<file path="config.mk">
export PLATFORM = sky130hd
export DESIGN_NAME = velocity_pid_feedforward_loop_top
export DESIGN_NICKNAME = d
export VERILOG_FILES = /design/src/design/pvfl_pkg.sv /design/src/design/pvfl_div.sv /design/src/design/pvfl_dp.sv /design/src/design/pvfl_ctrl.sv /design/src/design/velocity_pid_feedforward_loop_top.sv
export SDC_FILE = /design/constraint.sdc
export NUM_CORES = 1
export LEC_CHECK = 0
export BUFFER_PORTS_ARGS = -buffer_cell sky130_fd_sc_hd__buf_2
export CELL_PAD_IN_SITES_DETAIL_PLACEMENT = 0
export CELL_PAD_IN_SITES_GLOBAL_PLACEMENT = 1
export CORE_MARGIN = 2
export CORE_UTILIZATION = 52
export CTS_CLUSTER_DIAMETER = 200
export DETAILED_ROUTE_END_ITERATION = 10
export HOLD_SLACK_MARGIN = 0.06
export PLACE_DENSITY_LB_ADDON = 0.1
export SLEW_MARGIN = 20
export SYNTH_ARGS = -nofsm -noshare
export SYNTH_HDL_FRONTEND = slang
export SYNTH_HIERARCHICAL = 1
export SYNTH_SLANG_ARGS = --single-unit
</file>
<file path="constraint.sdc">
create_clock -name clk -period 6.6 [get_ports clk]
set_input_delay 1.65 -clock clk [delete_from_list [all_inputs] [get_ports clk]]
set_output_delay 1.65 -clock clk [all_outputs]
set_load 0.05 [all_outputs]
</file>
<file path="src/design/pvfl_pkg.sv">
// Shared types and constants of the velocity regulator.
package pvfl_pkg;

	localparam int FRACTION_SCALE = 16;
	localparam int DATA_W = 16;
	localparam int DIV_W = 9;

	localparam logic [DATA_W-1:0] FS_MUL = DATA_W'(FRACTION_SCALE);

	// division by the fraction scale: magnitude times a rounded-up reciprocal,
	// exact for every 16-bit magnitude
	localparam int FS_SHIFT = DATA_W + $clog2(FRACTION_SCALE);
	localparam int RECIP_W = FS_SHIFT + 1;
	localparam logic [RECIP_W-1:0] FS_RECIP =
		RECIP_W'(((64'd1 << FS_SHIFT) + 64'(FRACTION_SCALE - 1)) / 64'(FRACTION_SCALE));

	// register indexes
	localparam logic [2:0] CFG_PROP_GAIN    = 3'd0;
	localparam logic [2:0] CFG_INTEG_GAIN   = 3'd1;
	localparam logic [2:0] CFG_DERIV_GAIN   = 3'd2;
	localparam logic [2:0] CFG_FEEDFWD_GAIN = 3'd3;
	localparam logic [2:0] CFG_INTEG_CLAMP  = 3'd4;
	localparam logic [2:0] CFG_SPEED_CAP    = 3'd5;
	localparam logic [2:0] CFG_OUT_NUM      = 3'd6;
	localparam logic [2:0] CFG_OUT_DEN      = 3'd7;

	// reset values
	localparam logic [7:0] RST_PROP_GAIN     = 8'd4;
	localparam logic [7:0] RST_INTEG_GAIN    = 8'd1;
	localparam logic [7:0] RST_DERIV_GAIN    = 8'd0;
	localparam logic [7:0] RST_FEEDFWD_GAIN  = 8'd1;
	localparam logic [14:0] RST_INTEG_CLAMP  = 15'd1600;
	localparam logic [14:0] RST_SPEED_CAP    = 15'd100;
	localparam logic [7:0] RST_OUT_NUM       = 8'd17;
	localparam logic [7:0] RST_OUT_DEN       = 8'd4;

	typedef struct packed {
		logic [7:0]  prop_gain;
		logic [7:0]  integ_gain;
		logic [7:0]  deriv_gain;
		logic [7:0]  feedfwd_gain;
		logic [14:0] integ_clamp;
		logic [14:0] speed_cap;
		logic [7:0]  out_num;
		logic [7:0]  out_den;
	} cfg_t;

	typedef struct packed {
		logic set_speed;
		logic capture;
		logic step_e;
		logic step_p;
		logic step_i;
		logic step_sum;
		logic step_scale;
		logic div_start_den;
		logic take_t;
		logic step_mul;
		logic take_o;
		logic load_out;
	} cmd_t;

	typedef struct packed {
		logic div_done;
	} sts_t;

endpackage

</file>
<file path="src/design/pvfl_div.sv">
// Restoring divider, one quotient bit per cycle, unsigned operands.
module pvfl_div (
	input  logic                        clk,
	input  logic                        arst_n,
	input  logic                        start,
	input  logic [pvfl_pkg::DATA_W-1:0] dividend,
	input  logic [pvfl_pkg::DIV_W-1:0]  divisor,
	output logic                        done,
	output logic [pvfl_pkg::DATA_W-1:0] quotient
);
	import pvfl_pkg::*;

	localparam int CNT_W = $clog2(DATA_W);
	localparam logic [CNT_W-1:0] CNT_LAST = CNT_W'(DATA_W - 1);

	logic             busy_q;
	logic             done_q;
	logic [CNT_W-1:0] cnt_q;
	logic [DIV_W-1:0] rem_q;
	logic [DIV_W-1:0] dvs_q;
	logic [DATA_W-1:0] quo_q;

	logic [DIV_W:0]   trial;
	logic [DIV_W:0]   diff;
	logic             ge;

	assign trial = {rem_q, quo_q[DATA_W-1]};
	assign ge    = trial >= {1'b0, dvs_q};
	assign diff  = trial - {1'b0, dvs_q};

	always_ff @(posedge clk or negedge arst_n) begin
		if (!arst_n) begin
			busy_q <= 1'b0;
			done_q <= 1'b0;
			cnt_q  <= '0;
		end else begin
			done_q <= 1'b0;
			if (start) begin
				busy_q <= 1'b1;
				cnt_q  <= '0;
			end else if (busy_q) begin
				cnt_q <= cnt_q + 1'b1;
				if (cnt_q == CNT_LAST) begin
					busy_q <= 1'b0;
					done_q <= 1'b1;
				end
			end
		end
	end

	always_ff @(posedge clk) begin
		if (start) begin
			rem_q <= '0;
			quo_q <= dividend;
			dvs_q <= divisor;
		end else if (busy_q) begin
			rem_q <= ge ? diff[DIV_W-1:0] : trial[DIV_W-1:0];
			quo_q <= {quo_q[DATA_W-2:0], ge};
		end
	end

	assign done     = done_q;
	assign quotient = quo_q;

endmodule

</file>
<file path="src/design/pvfl_dp.sv">
// Datapath: loop state, term registers, divider and result register.
module pvfl_dp (
	input  logic                        clk,
	input  logic                        arst_n,
	input  pvfl_pkg::cfg_t              cfg,
	input  pvfl_pkg::cmd_t              cmd,
	output pvfl_pkg::sts_t              sts,
	input  logic [pvfl_pkg::DATA_W-1:0] in_req,
	input  logic [pvfl_pkg::DATA_W-1:0] in_meas,
	output logic [7:0]                  out_mag,
	output logic                        out_fwd
);
	import pvfl_pkg::*;

	// symmetric clamp of a 16-bit signed value
	function automatic logic [DATA_W-1:0] clamp_sym(logic [DATA_W-1:0] v, logic [14:0] lim);
		logic signed [DATA_W:0] vs;
		logic signed [DATA_W:0] ls;
		logic signed [DATA_W:0] nl;
		logic [DATA_W-1:0]      r;
		vs = signed'({v[DATA_W-1], v});
		ls = signed'({2'b00, lim});
		nl = -ls;
		r  = v;
		if (!v[DATA_W-1]) begin
			if (vs > ls)
				r = ls[DATA_W-1:0];
		end else begin
			if (vs < nl)
				r = nl[DATA_W-1:0];
		end
		return r;
	endfunction

	// loop state
	logic [DATA_W-1:0] req_q;
	logic [DATA_W-1:0] integ_q;
	logic [DATA_W-1:0] prev_q;

	// working registers
	logic [DATA_W-1:0] meas_q;
	logic [DATA_W-1:0] e_q;
	logic [DATA_W-1:0] ff_q;
	logic [DATA_W-1:0] ie_q;
	logic [DATA_W-1:0] p_q;
	logic [DATA_W-1:0] d_q;
	logic [DATA_W-1:0] f_q;
	logic [DATA_W-1:0] sum_q;
	logic              neg_q;
	logic [DATA_W-1:0] scl_q;
	logic [DATA_W-1:0] t_q;
	logic [DATA_W-1:0] prod_q;
	logic [DATA_W-1:0] o_q;
	logic [7:0]        mag_q;
	logic              fwd_q;

	logic [DATA_W-1:0]         set_val;
	logic [DATA_W-1:0]         err_diff;
	logic [2*DATA_W-1:0]       e_prod;
	logic [DATA_W+7:0]         ff_prod;
	logic [DATA_W+7:0]         ie_prod;
	logic [DATA_W+7:0]         p_prod;
	logic [DATA_W-1:0]         pd_diff;
	logic [DATA_W+7:0]         d_prod;
	logic [2*DATA_W-1:0]       f_prod;
	logic [DATA_W+7:0]         m_prod;
	logic [DATA_W-1:0]         sum_mag;
	logic [DATA_W+RECIP_W-1:0] scl_prod;
	logic [DATA_W-1:0]         t_res;
	logic [DATA_W-1:0]         div_mag;
	logic [DIV_W-1:0]          den_eff;
	logic                      div_start;
	logic                      div_done;
	logic [DATA_W-1:0]         div_quo;
	logic [DATA_W-1:0]         div_res;
	logic [DATA_W-1:0]         o_mag;

	assign set_val  = clamp_sym(in_req, cfg.speed_cap);
	assign err_diff = req_q - meas_q;
	assign e_prod   = err_diff * FS_MUL;
	assign ff_prod  = req_q * cfg.feedfwd_gain;
	assign ie_prod  = e_q * cfg.integ_gain;
	assign p_prod   = e_q * cfg.prop_gain;
	assign pd_diff  = prev_q - e_q;
	assign d_prod   = pd_diff * cfg.deriv_gain;
	assign f_prod   = ff_q * FS_MUL;
	assign m_prod   = t_q * cfg.out_num;

	// sum over the fraction scale, truncating toward zero
	assign sum_mag  = sum_q[DATA_W-1] ? (~sum_q + 1'b1) : sum_q;
	assign scl_prod = sum_mag * FS_RECIP;
	assign t_res    = neg_q ? (~scl_q + 1'b1) : scl_q;

	// divider: scaled output over out_den
	assign den_eff   = (cfg.out_den == 8'd0) ? DIV_W'(1) : {1'b0, cfg.out_den};
	assign div_mag   = prod_q[DATA_W-1] ? (~prod_q + 1'b1) : prod_q;
	assign div_start = cmd.div_start_den;
	assign div_res   = neg_q ? (~div_quo + 1'b1) : div_quo;

	assign o_mag = o_q[DATA_W-1] ? (~o_q + 1'b1) : o_q;

	pvfl_div u_div (
		.clk      (clk),
		.arst_n   (arst_n),
		.start    (div_start),
		.dividend (div_mag),
		.divisor  (den_eff),
		.done     (div_done),
		.quotient (div_quo)
	);

	assign sts.div_done = div_done;

	always_ff @(posedge clk or negedge arst_n) begin
		if (!arst_n) begin
			req_q   <= '0;
			integ_q <= '0;
			prev_q  <= '0;
		end else begin
			if (cmd.set_speed) begin
				if (req_q[DATA_W-1] != set_val[DATA_W-1])
					integ_q <= '0;
				prev_q <= '0;
				req_q  <= set_val;
			end
			if (cmd.step_i) begin
				integ_q <= clamp_sym(integ_q + ie_q, cfg.integ_clamp);
				prev_q  <= e_q;
			end
		end
	end

	always_ff @(posedge clk) begin
		if (cmd.capture)
			meas_q <= in_meas;
		if (cmd.step_e) begin
			e_q  <= e_prod[DATA_W-1:0];
			ff_q <= ff_prod[DATA_W-1:0];
		end
		if (cmd.step_p) begin
			ie_q <= ie_prod[DATA_W-1:0];
			p_q  <= p_prod[DATA_W-1:0];
		end
		if (cmd.step_i) begin
			d_q <= d_prod[DATA_W-1:0];
			f_q <= f_prod[DATA_W-1:0];
		end
		if (cmd.step_sum)
			sum_q <= p_q + integ_q + d_q + f_q;
		// sign of the value being divided, for the sum and then the output
		if (cmd.step_scale)
			neg_q <= sum_q[DATA_W-1];
		else if (div_start)
			neg_q <= prod_q[DATA_W-1];
		if (cmd.step_scale)
			scl_q <= scl_prod[FS_SHIFT +: DATA_W];
		if (cmd.take_t)
			t_q <= t_res;
		if (cmd.step_mul)
			prod_q <= m_prod[DATA_W-1:0];
		if (cmd.take_o)
			o_q <= div_res;
		if (cmd.load_out) begin
			fwd_q <= ~o_q[DATA_W-1];
			mag_q <= (|o_mag[DATA_W-1:8]) ? 8'hFF : o_mag[7:0];
		end
	end

	assign out_mag = mag_q;
	assign out_fwd = fwd_q;

endmodule

</file>
<file path="src/design/pvfl_ctrl.sv">
// Controller: sequences one control step and owns the input and output handshakes.
module pvfl_ctrl (
	input  logic           clk,
	input  logic           arst_n,
	input  logic           in_valid,
	input  logic           in_op,
	input  logic           in_fresh,
	output logic           in_ready,
	input  logic           out_ready,
	output logic           out_valid,
	output pvfl_pkg::cmd_t cmd,
	input  pvfl_pkg::sts_t sts
);
	import pvfl_pkg::*;

	localparam logic [3:0] ST_IDLE  = 4'd0;
	localparam logic [3:0] ST_ERR   = 4'd1;
	localparam logic [3:0] ST_PROP  = 4'd2;
	localparam logic [3:0] ST_INTG  = 4'd3;
	localparam logic [3:0] ST_SUM   = 4'd4;
	localparam logic [3:0] ST_SCALE = 4'd5;
	localparam logic [3:0] ST_TAKE  = 4'd6;
	localparam logic [3:0] ST_MUL   = 4'd7;
	localparam logic [3:0] ST_STA2  = 4'd8;
	localparam logic [3:0] ST_DIV2  = 4'd9;
	localparam logic [3:0] ST_OUT   = 4'd10;

	logic [3:0] state_q;
	logic [3:0] state_nxt;
	logic       out_valid_q;

	always_comb begin
		cmd       = '0;
		in_ready  = 1'b0;
		state_nxt = state_q;
		unique case (state_q)
			ST_IDLE: begin
				in_ready = 1'b1;
				if (in_valid) begin
					if (!in_op) begin
						cmd.set_speed = 1'b1;
					end else if (in_fresh) begin
						cmd.capture = 1'b1;
						state_nxt   = ST_ERR;
					end
				end
			end
			ST_ERR: begin
				cmd.step_e = 1'b1;
				state_nxt  = ST_PROP;
			end
			ST_PROP: begin
				cmd.step_p = 1'b1;
				state_nxt  = ST_INTG;
			end
			ST_INTG: begin
				cmd.step_i = 1'b1;
				state_nxt  = ST_SUM;
			end
			ST_SUM: begin
				cmd.step_sum = 1'b1;
				state_nxt    = ST_SCALE;
			end
			ST_SCALE: begin
				cmd.step_scale = 1'b1;
				state_nxt      = ST_TAKE;
			end
			ST_TAKE: begin
				cmd.take_t = 1'b1;
				state_nxt  = ST_MUL;
			end
			ST_MUL: begin
				cmd.step_mul = 1'b1;
				state_nxt    = ST_STA2;
			end
			ST_STA2: begin
				cmd.div_start_den = 1'b1;
				state_nxt         = ST_DIV2;
			end
			ST_DIV2: begin
				if (sts.div_done) begin
					cmd.take_o = 1'b1;
					state_nxt  = ST_OUT;
				end
			end
			ST_OUT: begin
				if (!out_valid_q || out_ready) begin
					cmd.load_out = 1'b1;
					state_nxt    = ST_IDLE;
				end
			end
			default: begin
				state_nxt = ST_IDLE;
			end
		endcase
	end

	always_ff @(posedge clk or negedge arst_n) begin
		if (!arst_n) begin
			state_q     <= ST_IDLE;
			out_valid_q <= 1'b0;
		end else begin
			state_q <= state_nxt;
			if (cmd.load_out)
				out_valid_q <= 1'b1;
			else if (out_ready)
				out_valid_q <= 1'b0;
		end
	end

	assign out_valid = out_valid_q;

endmodule

</file>
<file path="src/design/velocity_pid_feedforward_loop_top.sv">
// Wheel velocity regulator: PID with feedforward and saturating integrator.
// One beat in on s_* is either a set-speed request (no result), a stale control
// tick (no result) or a fresh control tick, which yields one sign-magnitude
// drive beat on m_*; the next input beat is taken only after that result is in
// the output register. Most of the time goes to the restoring divider, which
// retires one quotient bit per cycle, for the scaled output over out_den. The
// division by the fraction scale is a reciprocal multiply; it and the remaining
// steps each occupy one state of the sequencer.
// s_tready is low while a tick is being worked on. A finished result sits in
// the output register, so the next beat is taken while it waits for m_tready.
// Configuration writes take effect at once and belong in idle periods.
module velocity_pid_feedforward_loop_top (
	input  logic        clk,
	input  logic        arst_n,
	// input beats
	input  logic        s_tvalid,
	output logic        s_tready,
	input  logic [31:0] s_tdata,   // requested_speed[15:0], measured_speed[31:16]
	input  logic [1:0]  s_tuser,   // operation[0], measurement_fresh[1]
	// result beats
	output logic        m_tvalid,
	input  logic        m_tready,
	output logic [15:0] m_tdata,   // drive_magnitude[7:0], drive_forward[8], zero[15:9]
	// register writes
	input  logic        cfg_we,
	input  logic [2:0]  cfg_addr,
	input  logic [14:0] cfg_data
);
	import pvfl_pkg::*;

	cfg_t       cfg_q;
	cmd_t       cmd;
	sts_t       sts;
	logic [7:0] drv_mag;
	logic       drv_fwd;

	// register file; 8-bit registers take the low byte of the write data
	always_ff @(posedge clk or negedge arst_n) begin
		if (!arst_n) begin
			cfg_q.prop_gain    <= RST_PROP_GAIN;
			cfg_q.integ_gain   <= RST_INTEG_GAIN;
			cfg_q.deriv_gain   <= RST_DERIV_GAIN;
			cfg_q.feedfwd_gain <= RST_FEEDFWD_GAIN;
			cfg_q.integ_clamp  <= RST_INTEG_CLAMP;
			cfg_q.speed_cap    <= RST_SPEED_CAP;
			cfg_q.out_num      <= RST_OUT_NUM;
			cfg_q.out_den      <= RST_OUT_DEN;
		end else if (cfg_we) begin
			unique case (cfg_addr)
				CFG_PROP_GAIN:    cfg_q.prop_gain    <= cfg_data[7:0];
				CFG_INTEG_GAIN:   cfg_q.integ_gain   <= cfg_data[7:0];
				CFG_DERIV_GAIN:   cfg_q.deriv_gain   <= cfg_data[7:0];
				CFG_FEEDFWD_GAIN: cfg_q.feedfwd_gain <= cfg_data[7:0];
				CFG_INTEG_CLAMP:  cfg_q.integ_clamp  <= cfg_data;
				CFG_SPEED_CAP:    cfg_q.speed_cap    <= cfg_data;
				CFG_OUT_NUM:      cfg_q.out_num      <= cfg_data[7:0];
				CFG_OUT_DEN:      cfg_q.out_den      <= cfg_data[7:0];
				default: ;
			endcase
		end
	end

	// sequencer: handshakes and step commands
	pvfl_ctrl u_ctrl (
		.clk       (clk),
		.arst_n    (arst_n),
		.in_valid  (s_tvalid),
		.in_op     (s_tuser[0]),
		.in_fresh  (s_tuser[1]),
		.in_ready  (s_tready),
		.out_ready (m_tready),
		.out_valid (m_tvalid),
		.cmd       (cmd),
		.sts       (sts)
	);

	// arithmetic, loop state and result register
	pvfl_dp u_dp (
		.clk     (clk),
		.arst_n  (arst_n),
		.cfg     (cfg_q),
		.cmd     (cmd),
		.sts     (sts),
		.in_req  (s_tdata[15:0]),
		.in_meas (s_tdata[31:16]),
		.out_mag (drv_mag),
		.out_fwd (drv_fwd)
	);

	assign m_tdata = {7'b0, drv_fwd, drv_mag};

endmodule

</file>
== Word-level counts from Yosys, hierarchy flattened ==
Index checks and enable logic that the tools add are counted.
W data, S select, Z words.
Storage, ports and cells
  bits in registers: 345
  logic and storage cells: 168
Operators by class
  $add $sub $neg: 15
  multiply operators: 5
  order comparisons: 5
  equality and inequality tests: 24
  multiplexer cells: 55
  bitwise logic cells: 6
  reductions and logical operators: 21
Operator list (number)
  $mux W16: 14
  $add A16 B1 Y16 const B: 5
  $add A16 B16 Y16: 4
  $not A16 Y16: 4
  $mux W15: 3
  $pmux W4 S11: 1
  $lt A16 B17 Y1: 2
  $neg A15 Y17: 2
  $gt A16 B16 Y1: 2
  $mul A16 B8 Y16: 2
  $mux W4: 7
  $mux W1: 26
  $mul A12 B8 Y12: 2
  $reduce_and A2 Y1: 9
  $eq A4 B3 Y1 const B: 4
  $eq A4 B4 Y1 const B: 4
  $mul A16 B8 Y12: 1
  $not A12 Y16: 1
  $sub A16 B16 Y16: 1
  $eq A3 B3 Y1 const B: 4
  $mux W12: 1
  $sub A12 B12 Y12: 1
  $ge A10 B9 Y1: 1
  $reduce_bool A2 Y1: 5
  19 further kinds: 25

== Logic depth before layout (Yosys ltp) ==
Gate-level depths: netlist of run 1.
  depth after elaboration: 8
  mapped depth: 25
  depth with buffers taken out: 25

== Cells and area by module ==
The synthesis of run 1 kept the hierarchy.
By module, submodules not included
  pvfl_dp: times used 1, cells an instance 2332, area an instance 22676.7 um^2, seq. area each 6130.9 um^2
  velocity_pid_feedforward_loop_top: times used 1, cells an instance 182, area an instance 3075.4 um^2, seq. area each 1966.9 um^2
  pvfl_div: times used 1, cells an instance 175, area an instance 2093.3 um^2, seq. area each 1081.0 um^2
  pvfl_ctrl: times used 1, cells an instance 45, area an instance 349.1 um^2, seq. area each 125.1 um^2

== Least setup slack after synthesis of run 1 ==
No wires, ideal clock.
  kind: flip-flop to flip-flop
  from: register u_dp.e_q[4]
  to: register u_dp.d_q[15] (data pin)
  library setup time: 0.258 ns
  arrival: 5.553 ns
  setup slack: 0.789 ns
  stages on the path, launching flop included: 25
  cell sequence: edfxtp_1 > ha_1 > inv_1 > fa_1 > a21o_1 > a221o_1 > nor2_1 > xnor2_1 > nand2_1 > fa_1 > inv_1 > fa_1 > fa_1 > inv_1 > fa_1 > inv_1 > ha_1 > or2_2 > a21oi_1 > a21oi_1 > xor2_1 > xnor2_1 > xnor2_1 > xnor2_1 > xnor2_1
Between the ends
  longest elaborated chain between the ends: 2
Ends and longest elaborated chain
  from (decl): line pvfl_dp.sv:42  | logic [DATA_W-1:0] e_q;
  from (signal assigned): line pvfl_dp.sv:137  | e_q <= e_prod[DATA_W-1:0];
  $sub A16 B16 Y16: line pvfl_dp.sv:84  | assign pd_diff = prev_q - e_q;
  $mul A16 B8 Y16: line pvfl_dp.sv:85  | assign d_prod = pd_diff * cfg.deriv_gain;
  named net u_dp.d_prod[15]: line pvfl_dp.sv:64  | logic [DATA_W+7:0] d_prod;
  to (signal assigned): line pvfl_dp.sv:145  | d_q <= d_prod[DATA_W-1:0];
  to (decl): line pvfl_dp.sv:46  | logic [DATA_W-1:0] d_q;
The timed path passes the listed nets, and every way through them passes these cells.
A chain may end at the register's enable or synchronous reset.

== Worst setup path in the final report of run 1 ==
  from: register u_dp.prev_q[4]
  to: register u_dp.d_q[15] (data pin)
Between the ends
  longest elaborated chain between the ends: 2
Ends and longest elaborated chain
  from (decl): line pvfl_dp.sv:38  | logic [DATA_W-1:0] prev_q;
  from (signal assigned): line pvfl_dp.sv:128  | prev_q <= e_q;
  $sub A16 B16 Y16: line pvfl_dp.sv:84
  $mul A16 B8 Y16: line pvfl_dp.sv:85
  named net u_dp.d_prod[15]: line pvfl_dp.sv:64
The timed path passes the listed nets, and every way through them passes these cells.

==> results of run 1 <==
==> placed cells by master, fill, tap and decap left out, types with 25 or more instances in the layout <==
cell type / instances
a21o_1: 27
a21oi_1: 89
and2_1: 205
buf_2: 62
buf_4: 26
clkbuf_16: 42
dfrtp_1: 118
edfxtp_1: 195
fa_1: 230
ha_1: 226
inv_1: 384
mux2_2: 96
nand2_1: 274
nand2b_1: 25
nor2_1: 101
nor2b_1: 26
nor3_1: 25
o21ai_0: 103
xnor2_1: 181
xor2_1: 44
==> metrics by stage <==
| step | hold WS (ps) | instance area (µm²) | utilization | power, mW |
|---|---|---|---|---|
| 4_1_cts | 421 | 30700 | 0.572 | 10.2 |
| 3_3_place_gp | 406 | 29300 | 0.545 | 7.68 |
| 2_1_floorplan | 400 | 28200 | - | 6.53 |
| 6_report | 421 | 30700 | 0.572 | 10.1 |
| 5_1_grt | 423 | 30700 | 0.572 | 10.9 |
| 3_5_place_dp | 405 | 29300 | 0.545 | 7.79 |
==> final cells by class <==
type	count	share of cell area
Multi-Input combinational cell	1937	0.559
Sequential cell	334	0.303
Inverter	384	0.0469
Clock buffer	55	0.0377
Tap cell	696	0.0283
Timing Repair Buffer	90	0.0172
Clock inverter	21	0.00871
==> cell usage after synthesis (6+ instances only) <==
cell,n,area [µm²]
nand2_1,274,1030
or3_1,15,93.8
a21oi_1,89,445
nor3_1,31,155
nor2b_1,26,163
inv_1,384,1440
dfrtp_1,118,2950
mux2_2,96,1080
fa_1,230,4600
o21a_1,18,135
a221oi_1,8,70.1
nor2_1,102,383
nand2b_1,25,156
dfstp_2,12,315
a21o_1,27,203
nand4_1,10,62.6
dfxtp_1,9,180
and3_1,10,62.6
o21bai_1,12,90.1
o211ai_1,7,52.6
a311oi_1,6,52.6
clkbuf_1,64,240
a21boi_0,12,90.1
o31ai_1,16,120
buf_2,6,30.0
edfxtp_1,195,5860
o21ai_0,103,515
nor4_1,9,56.3
xnor2_1,183,1600
or4_1,7,52.6
mux2i_1,13,130
nand3_1,14,70.1
buf_4,11,82.6
ha_1,226,2830
a211oi_1,6,45.0
xor2_1,44,385
and2_1,205,1280
==> kinds of logic after synthesis <==
group | Yosys count
AND/OR/NAND/NOR | 768
buffers and inverters | 469
adder cells (fa/ha/maj) | 456
AO/OA/AOI/OAI | 368
flip-flops | 334
XOR/XNOR | 227
multiplexers | 110
other | 2
==> what timing repair did <==
| item | 4_1_cts | 5_1_grt |
|---|---|---|
| setup endpoints to repair | 0 | 1 |
| gates resized for setup | 0 | 3 |
| hold buffers | 0 | 0 |
==> power groups by stage <==
stage	combinational, mW	sequential, mW	clock, mW
floorplan	3.79	2.73	0
global placement	4.79	2.88	0
detailed placement	4.90	2.89	0
CTS	4.94	2.84	2.43
global route	5.54	2.88	2.51
finish	4.85	2.85	2.36
==> worst reg2reg max path: stages, from the launching register on <==
cell and delay (ps):
dfrtp_1 360, inv_1 70, ha_1 170, inv_1 60, fa_1 400, a21o_1 190
a221o_1 330, nor2_1 180, xnor2_2 210, nand2_1 140, fa_1 510, inv_1 50
fa_1 470, fa_1 540, inv_1 60, fa_1 530, inv_1 40, ha_1 320
or2_2 300, a21oi_1 140, a21oi_1 90, xor2_1 190, xnor2_1 210, xnor2_1 160
xnor2_1 160, xnor2_1 80
==> final timing paths <==
check	end	cells past startpoint	from	slack (ps)
max	u_dp/d_q[15]	25	u_dp/prev_q[4]	370
min	u_dp/f_q[15]	0	u_dp/ff_q[11]	420
max reg2reg	u_dp/d_q[15]	25	u_dp/prev_q[4]	370
min reg2reg	u_dp/f_q[15]	0	u_dp/ff_q[11]	420
max in group asynchronous	u_dp/req_q[8]	2	arst_n	4170
min in group asynchronous	cfg_q[23]	1	arst_n	1110
==> sequential cells by signal (all words and copies together) (netlist names), 13 cells and up <==
name	cells
u_dp/req_q	13
u_dp/integ_q	16
cfg_q	78
u_dp/t_q	16
u_dp/u_div/quotient	16
u_dp/prod_q	16
u_dp/o_q	16
u_dp/sum_q	16
==> per-layer routing <==
| metal | vias up | routed length, µm | GRT usage |
|---|---|---|---|
| li1 | 9187 | - | - |
| met1 | 9555 | 28500 | 0.310 |
| met2 | 349 | 32400 | 0.424 |
| met3 | 122 | 2180 | 0.0272 |
| met4 | 2 | 2280 | 0.0865 |
| met5 | - | 13 | 0 |
==> summary.txt, run 1 <==
Via count: 19200
Final clock skew: 22.5 ps
Die area: 56100 µm²
Global placer's final weighted congestion: 0.894
Clk buf depth: 3
Layout cell share with drive strength beyond 1: 0.108
Critical path launch point type: flip-flop
Post-synthesis xor/xnor area fraction: 0.0705
Main flop type after synthesis: edfxtp_1
Tcrit/Tclk final: 0.944
Largest net degree at the start of global routing: 78
Slowest cell delay on critical path: 540 ps
Post-CTS Setup Repair Bufs: 0
Post-synthesis mux area share: 0.0434
Clock group share of total power: 0.235
Root buf cell: clkbuf_16
DRT iter0 DRCs: 1129
WS Path Type: reg2reg
I/O pins: 75
Clock slew at reported path FFs: 60 ps
Register area share after synthesis: 0.330
Initial antenna violation count: 7
Slew HR: 0.281
Main combinational cell family by area after synthesis: adder cells
ANT nets after route: 0
Dpl hpwl: 50000 µm
Synthesized area per cell: 10.3 µm²
Max_cap viols: 0
Fin worst setup slack: 368 ps
Worst Tran Pin Value: 1070 ps
H-tree depth: 2
Final Critical Period: 6230 ps
Int Power: 6.21 mW
Fill cells: 4647
Buffers added on ports: 63
Synth Register Bits: 334
Row cnt: 85
Final WL: 65400 µm
Sw frac: 0.382
EDFF count, synth: 195
# diodes: 0
Synth unique cells: 84
Final non-filler cell total: 3517
Max Slew Vio Count: 0
Inserted Clock Buffers: 41
RSZ-0062 raised after global routing: no
Initial Util: 0.525
Sw Pwr: 3.84 mW
First-pass GRT wire length: 107000 µm
HP Class: reg2reg
Compound-cell area share of the yosys netlist: 0.0860
Synth Warn #: 6
Tot GR Track Use: 0.242
Core ar.: 53700 µm²
Combinational share of power: 0.482
Leakage Power: 13.5 nW
GR Overflow Total: 0
# setup viols final: 0
Async S/R FF share, synth: 0.389
Peak Freq: 160 MHz
Sequential Area: 9300 µm²
Worst EP required: 6920 ps
Die Wd: 237 µm
CTS tree: built
Multi-input gate area: 17200 µm²
Number of global-route vias before repair: 20100
Pre-CTS setup slack: 289 ps
Crit path max-delay cell type: fa_1
Total Nets Final: 3301
DRC viols: 0
Critical path data arrival time: 6550 ps
Mapped Area: 28200 µm²
Synth Area in Adders: 0.264
Area Growth Syn to Fin: 9.04%
Simple-gate portion of the synthesized area: 0.141
Cell Pwr Density: 327 nW/µm²
Die height: 237 µm
CP Buf/Inv Count: 5
Syn Inst Count: 2734
Inst Count DP: 3440
Max IR drop VDD: 0.000268 V
Critical path endpoint category: flip-flop
Fin Setup TNS: 0 ps
Flop pwr share: 0.283
Vias per inst: 5.46
Fin. Hold Viols: 0
Clock Latency Late Sink: 590 ps
Outcome: complete, no violations
CTS sink cnt: 334
CP top delay family: adder cells
Avg WL per Cell: 18.6 µm
Worst Path Max Fanout: 6
DRT Pass-1 Iters: 7
No activity file was read; power rests on OpenSTA's default activity.
==> run 2, diff against run 1 <==
--- a/config.mk
+++ b/config.mk
@@ -14,6 +14,7 @@
 export DETAILED_ROUTE_END_ITERATION = 10
 export HOLD_SLACK_MARGIN = 0.06
 export PLACE_DENSITY_LB_ADDON = 0.1
+export RECOVER_POWER = 100
 export SLEW_MARGIN = 20
 export SYNTH_ARGS = -nofsm -noshare
 export SYNTH_HDL_FRONTEND = slang
==> summary.txt, run 2 (synthesis gave the netlist of run 1 again) <==
Outcome: finished, violations left
Failing checks: max-capacitance violations, max-slew violations
CTS tree: built
HP Class: reg2reg
Fin. Hold Viols: 0
Final WL: 65500 µm
Clock Latency Late Sink: 590 ps
Critical path endpoint category: flip-flop
GR Overflow Total: 0
First-pass GRT wire length: 107000 µm
Number of global-route vias before repair: 20100
Peak Freq: 160 MHz
Row cnt: 85
Worst Path Max Fanout: 6
Combinational share of power: 0.482
Layout cell share with drive strength beyond 1: 0.0900
Flop pwr share: 0.283
Clock slew at reported path FFs: 60 ps
Total Nets Final: 3301
Die Wd: 237 µm
I/O pins: 75
Critical path data arrival time: 6550 ps
Worst Tran Pin Value: 4480 ps
Critical path launch point type: flip-flop
Initial antenna violation count: 7
Top reg by flops: cfg_q
Worst EP required: 6920 ps
Int Power: 6.21 mW
Fin Setup TNS: 0 ps
DRT iter0 DRCs: 1107
Fin worst setup slack: 368 ps
Core ar.: 53700 µm²
Max_cap viols: 8
Via count: 19200
Avg WL per Cell: 18.6 µm
Inserted Clock Buffers: 41
Tcrit/Tclk final: 0.944
Buffers added on ports: 63
Sw Pwr: 3.84 mW
Cts repair resizes: 0
Cts hold-fix bufs: 0
WS Path Type: reg2reg
Post-CTS Setup Repair Bufs: 0
Global placer's final weighted congestion: 0.894
Max Slew Vio Count: 215
RSZ-0062 raised after global routing: no
Sw frac: 0.382
H-tree depth: 2
Leakage Power: 13.4 nW
Most frequent cells in the layout: inv_1 (384), nand2_1 (274), fa_1 (230)
Commonest non-fill, non-tap cell in the layout: inv_1
Slew HR: -1.98
Die area: 56100 µm²
Root buf cell: clkbuf_16
Final clock skew: 22.8 ps
DRC viols: 0
Area Growth Syn to Fin: 8.30%
Pre-CTS setup slack: 289 ps
Number of flip-flops in the largest register: 78
Crit path max-delay cell type: fa_1
Initial Util: 0.525
Final Critical Period: 6230 ps
Clock group share of total power: 0.235
Cell Pwr Density: 329 nW/µm²
# setup viols final: 0
Slowest cell delay on critical path: 540 ps
Vias per inst: 5.46
Largest net degree at the start of global routing: 78
Dpl hpwl: 50000 µm
CTS sink cnt: 334
Clk buf depth: 3
Die height: 237 µm
Max IR drop VDD: 0.000263 V
ANT nets after route: 0
DRT Pass-1 Iters: 5
Tot GR Track Use: 0.242
-- run 2: changes by cell type in the layout (fill, tap and decap cells not counted), sizes merged --
cell,previous run,this run
buf,90,61
clkbuf,55,84
diode,0,2
-- run 2: layout make-up --
type                    instances  area (µm²)
diodes                          2        5.00
clock buffers                  55        1160
clock inverters                21         268
fillers                      4687       23200
inverters                     384        1440
multi-input cells            1937       17000
flip-flops and latches        334        9300
well taps                     696         871
repair buffers                 90         453
-- run 2: metal layers --
layer  up-vias  GRT usage  wire length, µm
li1       9174          -                -
met1      9583      0.310            28500
met2       353      0.424            32500
met3       115     0.0272             2250
met4         2     0.0865             2150
met5         -          0               13
-- run 2: worst paths after layout --
kind,from,endpoint,slack (ps),cells past startpoint
max,u_dp/prev_q[4],u_dp/d_q[15],370,25
min in group asynchronous,arst_n,cfg_q[23],2670,1
max reg2reg,u_dp/prev_q[4],u_dp/d_q[15],370,25
min,u_dp/ff_q[11],u_dp/f_q[15],420,0
max in group asynchronous,arst_n,u_dp/req_q[8],1060,2
min reg2reg,u_dp/ff_q[11],u_dp/f_q[15],420,0
-- run 2: power groups by stage --
stage | logic (mW) | registers [mW] | clock network, mW
final | 4.84 | 2.84 | 2.36
after global routing | 5.53 | 2.88 | 2.51
after CTS | 4.94 | 2.84 | 2.43
after detailed placement | 4.90 | 2.89 | 0
after global placement | 4.79 | 2.88 | 0
after floorplan | 3.79 | 2.73 | 0
-- run 2: critical path: cells and delay by family (launching register included) --
family	cells	cell delay [ps]
xor gates and xnor gates	6	1010
and+or+nand+nor	3	610
adders and majority gates	7	2940
AOI/OAI and AO/OA	4	750
buffers and inverters	5	280
DFF	1	360
-- run 2: through the flow --
step	utilization	power, mW	cell area, µm²	hold slack [ps]	std cells
after global placement	0.545	7.68	29300	406	3440
after CTS	0.572	10.2	30700	421	3516
final	0.569	10.0	30500	421	3519
after floorplan	-	6.53	28200	400	2740
after global routing	0.568	10.9	30500	423	3517
after detailed placement	0.545	7.79	29300	405	3440
